File: config.mk
export PLATFORM = sky130hd
export DESIGN_NAME = sfcc_track
export DESIGN_NICKNAME = d
export VERILOG_FILES = /design/src/hdl/sfcc_pkg.sv /design/src/hdl/sfcc_track.sv
export SDC_FILE = /design/constraint.sdc
export NUM_CORES = 1
export LEC_CHECK = 0
export CAP_MARGIN = 15
export CORE_AREA = 3 3 86 88
export CTS_BUF_LIST = sky130_fd_sc_hd__clkbuf_16
export DETAILED_ROUTE_END_ITERATION = 8
export DIE_AREA = 0 0 89 91
export DONT_BUFFER_PORTS = 1
export REMOVE_ABC_BUFFERS = 1
export SYNTH_ARGS = -nofsm -noshare
export SYNTH_HDL_FRONTEND = slang
export SYNTH_SLANG_ARGS = --single-unit
File: constraint.sdc
create_clock -name clk -period 2.9 [get_ports clk]
set_input_delay 0.145 -clock clk [delete_from_list [all_inputs] [get_ports clk]]
set_output_delay 0.145 -clock clk [all_outputs]
set_load 0.05 [all_outputs]
File: src/hdl/sfcc_pkg.sv
`timescale 1ns / 1ps
// ----------------------------------------------------------------------------
// sfcc_pkg
// Shared types, constants and the byte-wide CRC-16/CCITT-FALSE update for the
// sample frame CRC checker.
// ----------------------------------------------------------------------------
package sfcc_pkg;

  localparam int FRAME_BYTES_DEFAULT = 48;

  localparam int POS_W = 6;
  localparam logic [POS_W-1:0] POS_MAX = '1;

  localparam logic [15:0] CRC_INIT = 16'hFFFF;
  localparam logic [15:0] CRC_POLY = 16'h1021;

  localparam int HDR_LEN = 4;
  localparam logic [7:0] HEADER [HDR_LEN] = '{8'hA5, 8'h5A, 8'h01, 8'h01};

  typedef enum logic [1:0] {
    ERR_NONE   = 2'd0,
    ERR_LENGTH = 2'd1,
    ERR_HEADER = 2'd2,
    ERR_CRC    = 2'd3
  } err_code_t;

  typedef struct packed {
    logic [7:0] frame_byte;
    logic       is_last;
  } item_t;

  typedef struct packed {
    logic        frame_ok;
    err_code_t   error_code;
    logic [15:0] computed_crc;
    logic [15:0] trailer_crc;
  } result_t;

  // MSB-first, one byte per call, unrolled over the eight bit steps
  function automatic logic [15:0] crc_add_byte(input logic [15:0] crc,
                                               input logic [7:0]  b);
    logic [15:0] c;
    c = crc ^ {b, 8'h00};
    for (int k = 0; k < 8; k++) begin
      if (c[15]) begin
        c = {c[14:0], 1'b0} ^ CRC_POLY;
      end else begin
        c = {c[14:0], 1'b0};
      end
    end
    return c;
  endfunction

endpackage

File: src/hdl/sfcc_track.sv
`timescale 1ns / 1ps
// ----------------------------------------------------------------------------
// sfcc_track
// Per-frame tracking: byte position, running CRC, header flag and trailing
// CRC low byte, plus the verdict formed on the last byte.
// ----------------------------------------------------------------------------
module sfcc_track #(
  parameter int FRAME_BYTES = sfcc_pkg::FRAME_BYTES_DEFAULT
) (
  input  logic             clk,
  input  logic             rst,
  input  logic             step,
  input  sfcc_pkg::item_t  item,
  output sfcc_pkg::result_t result
);
  import sfcc_pkg::*;

  localparam logic [POS_W-1:0] CRC_POS  = POS_W'(FRAME_BYTES - 2);
  localparam logic [POS_W-1:0] LAST_POS = POS_W'(FRAME_BYTES - 1);

  logic [POS_W-1:0] byte_position;
  logic [15:0]      running_crc;
  logic             header_matches;
  logic [7:0]       crc_low_byte;

  logic [POS_W-1:0] byte_position_next;
  logic [15:0]      running_crc_next;
  logic             header_matches_next;
  logic [7:0]       crc_low_byte_next;

  logic             len_ok;
  logic [15:0]      rx_crc;
  err_code_t        code;

  always_comb begin
    header_matches_next = header_matches;
    if (byte_position < POS_W'(HDR_LEN) &&
        item.frame_byte != HEADER[byte_position[1:0]]) begin
      header_matches_next = 1'b0;
    end

    running_crc_next  = running_crc;
    crc_low_byte_next = crc_low_byte;
    if (byte_position < CRC_POS) begin
      running_crc_next = crc_add_byte(running_crc, item.frame_byte);
    end else if (byte_position == CRC_POS) begin
      crc_low_byte_next = item.frame_byte;
    end

    byte_position_next = (byte_position == POS_MAX) ? byte_position
                                                     : byte_position + POS_W'(1);

    len_ok = (byte_position == LAST_POS);
    rx_crc = len_ok ? {item.frame_byte, crc_low_byte_next} : 16'h0000;

    priority if (!len_ok) begin
      code = ERR_LENGTH;
    end else if (!header_matches_next) begin
      code = ERR_HEADER;
    end else if (rx_crc != running_crc_next) begin
      code = ERR_CRC;
    end else begin
      code = ERR_NONE;
    end

    result.frame_ok     = (code == ERR_NONE);
    result.error_code   = code;
    result.computed_crc = running_crc_next;
    result.trailer_crc  = rx_crc;
  end

  always_ff @(posedge clk) begin
    if (rst || (step && item.is_last)) begin
      byte_position  <= '0;
      running_crc    <= CRC_INIT;
      header_matches <= 1'b1;
      crc_low_byte   <= 8'h00;
    end else if (step) begin
      byte_position  <= byte_position_next;
      running_crc    <= running_crc_next;
      header_matches <= header_matches_next;
      crc_low_byte   <= crc_low_byte_next;
    end
  end

endmodule

* Word-level counts from Yosys, hierarchy flattened *
Cells that the tools add are included.

storage, ports and cells
  flip-flop bits (word level) = 31
  bits in latches = 0
  bits in writable memories = 0
  ROM bits = 0
  input bits = 12
  word-level logic and storage cells = 55
  memories = 0

operators by class
  $add $sub $neg = 1
  multiply operators = 0
  divide/modulo/power cells = 0
  $lt $le $gt $ge = 3
  eq/ne operators = 5
  shift-type cells = 0
  mux-type cells = 26
  bitwise gates (word level) = 11
  reductions and logical operators = 5

operators by type and width
  operator             number
  $mux 16              9
  $mux 13              8
  $mux 8               4
  $not 3->3            8
  $eq 6x6->1 const B   3
  $bmux 8 s2           1
  $ne 16x16->1         1
  $xor 16x16->16       1
  $ne 8x8->1           1
  $add 6x1->6 const B  1
  $lt 6x3->1 const B   1
  $lt 6x6->1 const B   1
  $mux 2               3
  $ge 3x3->1 const B   1
  $not 2->3            1
  $logic_and 1x1->1    2
  $logic_not 2->1      1
  $reduce_and 2->1     1
  $logic_or 1x1->1     1
  $mux 1               1
  $not 1->1            1

* Logic depth before layout (Yosys ltp) *
  depth in word-level cells = 30
  gate-level depth with buffers = 9
  mapped depth without buffers = 8

* Worst setup path before layout *
Ideal clock, no wire load.

  path kind = flip-flop to output port
  from = reg byte_position[2]
  to = out result[33] in the netlist's numbering
  data arrival time = 3.456 ns
  required time = 2.755 ns
  setup slack = -0.701 ns
  stages on the path, launching flop included = 10
  path buffers = 2
  path through = dfxtp_1 -> clkbuf_2 -> and3_1 -> o21ai_2 -> buf_2 -> nor2_1 -> a21oi_1 -> xor2_1 -> nor4b_4 -> a41oi_1

RTL lines
  item                    line              source
  start, declared         sfcc_track.sv:21  logic [POS_W-1:0] byte_position;
  start signal, assigned  sfcc_track.sv:79  byte_position <= byte_position_next;
  end, declared           sfcc_track.sv:14  output sfcc_pkg::result_t result

==> run_results.csv <==
group,metric,value,unit
clocking,cts.htree.levels,2,
timing,layout_min_cycle_time,3.01,ns
worst_setup_path,path_buf_inv,1,
routing,wl,6700,um
routing,drc,0,
yosys,ys_seq_area_share,26.9,%
clocking,cts_buffers,5,
routing,antenna_left,0,
global_route,grt_pass1_wl,10600,um
clocking,clock_path_buffers,2,
power,power.density,683,mW/mm2
yosys,ys.flop_type,"dfxtp_1",
yosys,ys_warn_count,0,
timing,layout_setup_ws,-0.105,ns
global_route,grt_pass1_vias,2064,
job,maxCapViolations,0,
worst_setup_path,cp-start-kind,"flop",
global_route,grt-ovfl-total,0,
timing,rsz0062_at_grt,"true",
timing,tightestPinTransition,0.525,ns
yosys,synth.avg_cell_area,8.30,um2
clocking,clock_latency,0.28,ns
die,die_h,91,um
global_route,grt_usage,17.1,%
placement,dp_hpwl,5020,um
yosys,synth-edff-count,0,
yosys,synth_seq_cells,31,
outcome,violations,"negative setup slack",
yosys,synth_xor_area_share,20.7,%
global_route,grt_max_degree,30,
timing,fin_tns_setup,-0.215,ns
routing,dr.pass1.iters,4,
yosys,synth_compound_area_share,11.8,%
worst_hold_path,min_path_type,"input pin to flop",
yosys,syn_inst,278,
clocking,clock-sinks,31,
yosys,synthSimpleGateAreaFrac,23.9,%
worst_setup_path,cp_max_fo,3,
yosys,synth_top_family_by_area,"simple AND/OR/NAND/NOR gates",
placement,gp_congestion,0.838,
clocking,cts_root_buf,"clkbuf_16",
worst_setup_path,crit_required,2.76,ns
die,die_w,89,um
placement,port_buffers,0,
cells_and_area,postLayoutCoreUtil,43.9,%
worst_setup_path,slowest_delay,0.48,ns
placement,pre_cts_ws,0.108,ns
timing,post-route-period-util,104,%
worst_setup_path,end_kind,"output port",
worst_setup_path,critPathArrivalTime,2.86,ns
cells_and_area,layout_common_cells,"buf_4, nor2_1, dfxtp_1, xnor2_1, nand2_1",
die,initial_utilization,34.3,%
yosys,synth_fa_ha_area_share,1.63,%
clocking,cts.clk_slew.worst_paths,0.05,ns
die,coreArea,0.00672,mm2
clocking,tritoncts,"yes",
worst_setup_path,cpMaxStageDelayCell,"or4b_4",
timing,fmax,0.333,GHz
cells_and_area,fin_nets,335,
timing,hold_ws,0.0157,ns
die,num_rows,30,
yosys,ys_async_sr_fraction,0,%
timing,drv_slew,0,
timing,final-setup-viol-count,3,
die,pin_count,47,
cells_and_area,n_antenna_cell,0,
power,peakVddDrop,0.000262,V
worst_setup_path,worstSetupPathType,"flop to output port",
cells_and_area,final_common_cell,"buf_4",
routing,viasPerCell,5.20,
cells_and_area,syn2layout_area_growth,28.0,%
outcome,status,"finished with violations",
timing,timing.final.hold_violations,0,
timing,clock_skew,0.00491,ns
yosys,synth.area.mux_share,9.71,%
routing,avgRoutedWirePerCell,16.8,um
global_route,antenna_found_initial,0,
worst_setup_path,crit_chain,"xnor2_4 > xnor3_1 > mux2_4 > xnor2_2 > or4b_4 > nor4b_4 > and4_4 > buf_12",
power,total_leakage_power,1.28,nW
routing,vias,2073,
yosys,yosysUniqueCellTypes,51,
yosys,mappedNetlistArea,0.00231,mm2
cells_and_area,drive_gt1_share,29.5,%
cells_and_area,fillCellCount,654,
worst_setup_path,crit_family,"simple AND/OR/NAND/NOR gates",
timing,maxSlewHeadroom,65.0,%
routing,drt-initial-drc-count,103,
die,dieArea,0.00810,mm2
## worst reg2reg max path: stages, from the launching register on
cell     delay, ns
dfxtp_2       0.35
xnor2_4       0.17
buf_4         0.13
xnor3_4       0.47
mux2_2        0.31
buf_4         0.20
nor2_1        0.08
o21ai_0       0.09
## worst paths after layout
kind	endpoint	cells past startpoint	slack (ns)	start
worst max-delay path	result[34]	8	-0.11	running_crc[12]$_SDFFE_PP1P_
worst min-delay path	crc_low_byte[6]$_SDFFE_PP0P_	2	0.02	item[7]
worst max register to register	running_crc[5]$_SDFFE_PP1P_	7	0.98	running_crc[12]$_SDFFE_PP1P_
worst min register to register	header_matches$_SDFFE_PP1P_	1	0.46	header_matches$_SDFFE_PP1P_
## Yosys cell counts, types with 2 or more instances
master / n / area share, %
mux2_2: 7 / 3.4
mux2i_1: 13 / 5.6
and4_1: 2 / 0.76
xnor2_2: 3 / 2.1
nand3_1: 11 / 2.4
a31oi_1: 3 / 0.81
xor2_1: 10 / 3.8
nor2_1: 40 / 6.5
nor2b_1: 2 / 0.54
ha_1: 3 / 1.6
and2_1: 8 / 2.2
nand4_1: 2 / 0.54
nor3_1: 6 / 1.3
and3_1: 3 / 0.81
clkbuf_2: 2 / 0.43
clkbuf_1: 7 / 1.1
buf_4: 3 / 0.98
xnor3_1: 2 / 2.0
inv_1: 12 / 2.0
dfxtp_1: 31 / 27
nand2_1: 21 / 3.4
xnor2_1: 25 / 9.5
a21oi_1: 13 / 2.8
o21ai_0: 21 / 4.6
nor4_1: 2 / 0.54
## flip-flops by register name, indices dropped and copies added, names as in the netlist
name / flops
byte_position: 6
running_crc: 16
header_matches: 1
crc_low_byte: 8
## report_power, final
| group | total [mW] | switching (mW) | internal (mW) |
|---|---|---|---|
| Clock | 0.477 | 0.173 | 0.304 |
| Sequential | 0.494 | 0.0344 | 0.460 |
| Combinational | 1.05 | 0.661 | 0.386 |
| Total | 2.02 | 0.868 | 1.15 |
## metal layers
layer / global-route usage [%] / part of all wire (%)
met4: 7.32 / 1.9
met2: 26.8 / 48
met5: 0 / 0
met3: 4.54 / 6.8
met1: 22.0 / 43
## area by class of cell
class / count / area [um2] / share of cell area (%)
Inverter: 12 / 45.0 / 1.53
Clock buffer: 5 / 125 / 4.24
Multi-Input combinational cell: 220 / 1650 / 55.9
Timing Repair Buffer: 50 / 403 / 13.6
Sequential cell: 31 / 624 / 21.1
Clock inverter: 1 / 3.75 / 0.127
Tap cell: 80 / 100 / 3.39
## metrics by stage
stage	cells	power, mW	cell area (um2)
finish	399	2.02	2950
global route	399	2.10	2950
CTS	399	2.01	2890
detailed placement	387	1.51	2680
global placement	387	1.50	2680
floorplan	263	1.29	2230
## cells by family after synthesis
family,count (synthesis)
buffers and inverters,27
flip-flops,31
multiplexers,21
XOR/XNOR,43
AO/OA/AOI/OAI,47
adder cells (fa/ha/maj),3
AND/OR/NAND/NOR,106
## timing repair
| item | 4_1_cts | 5_1_grt |
|---|---|---|
| pin swaps | 4 | 5 |
| hold buffers | 1 | 0 |
| cloned | 0 | 0 |
| gates resized for setup | 11 | 12 |
| hold endpoints to repair | 1 | 0 |
| endpoints found under the setup margin | 3 | 3 |
| setup buffers | 5 | 0 |
No activity file was read; power rests on OpenSTA's default activity.
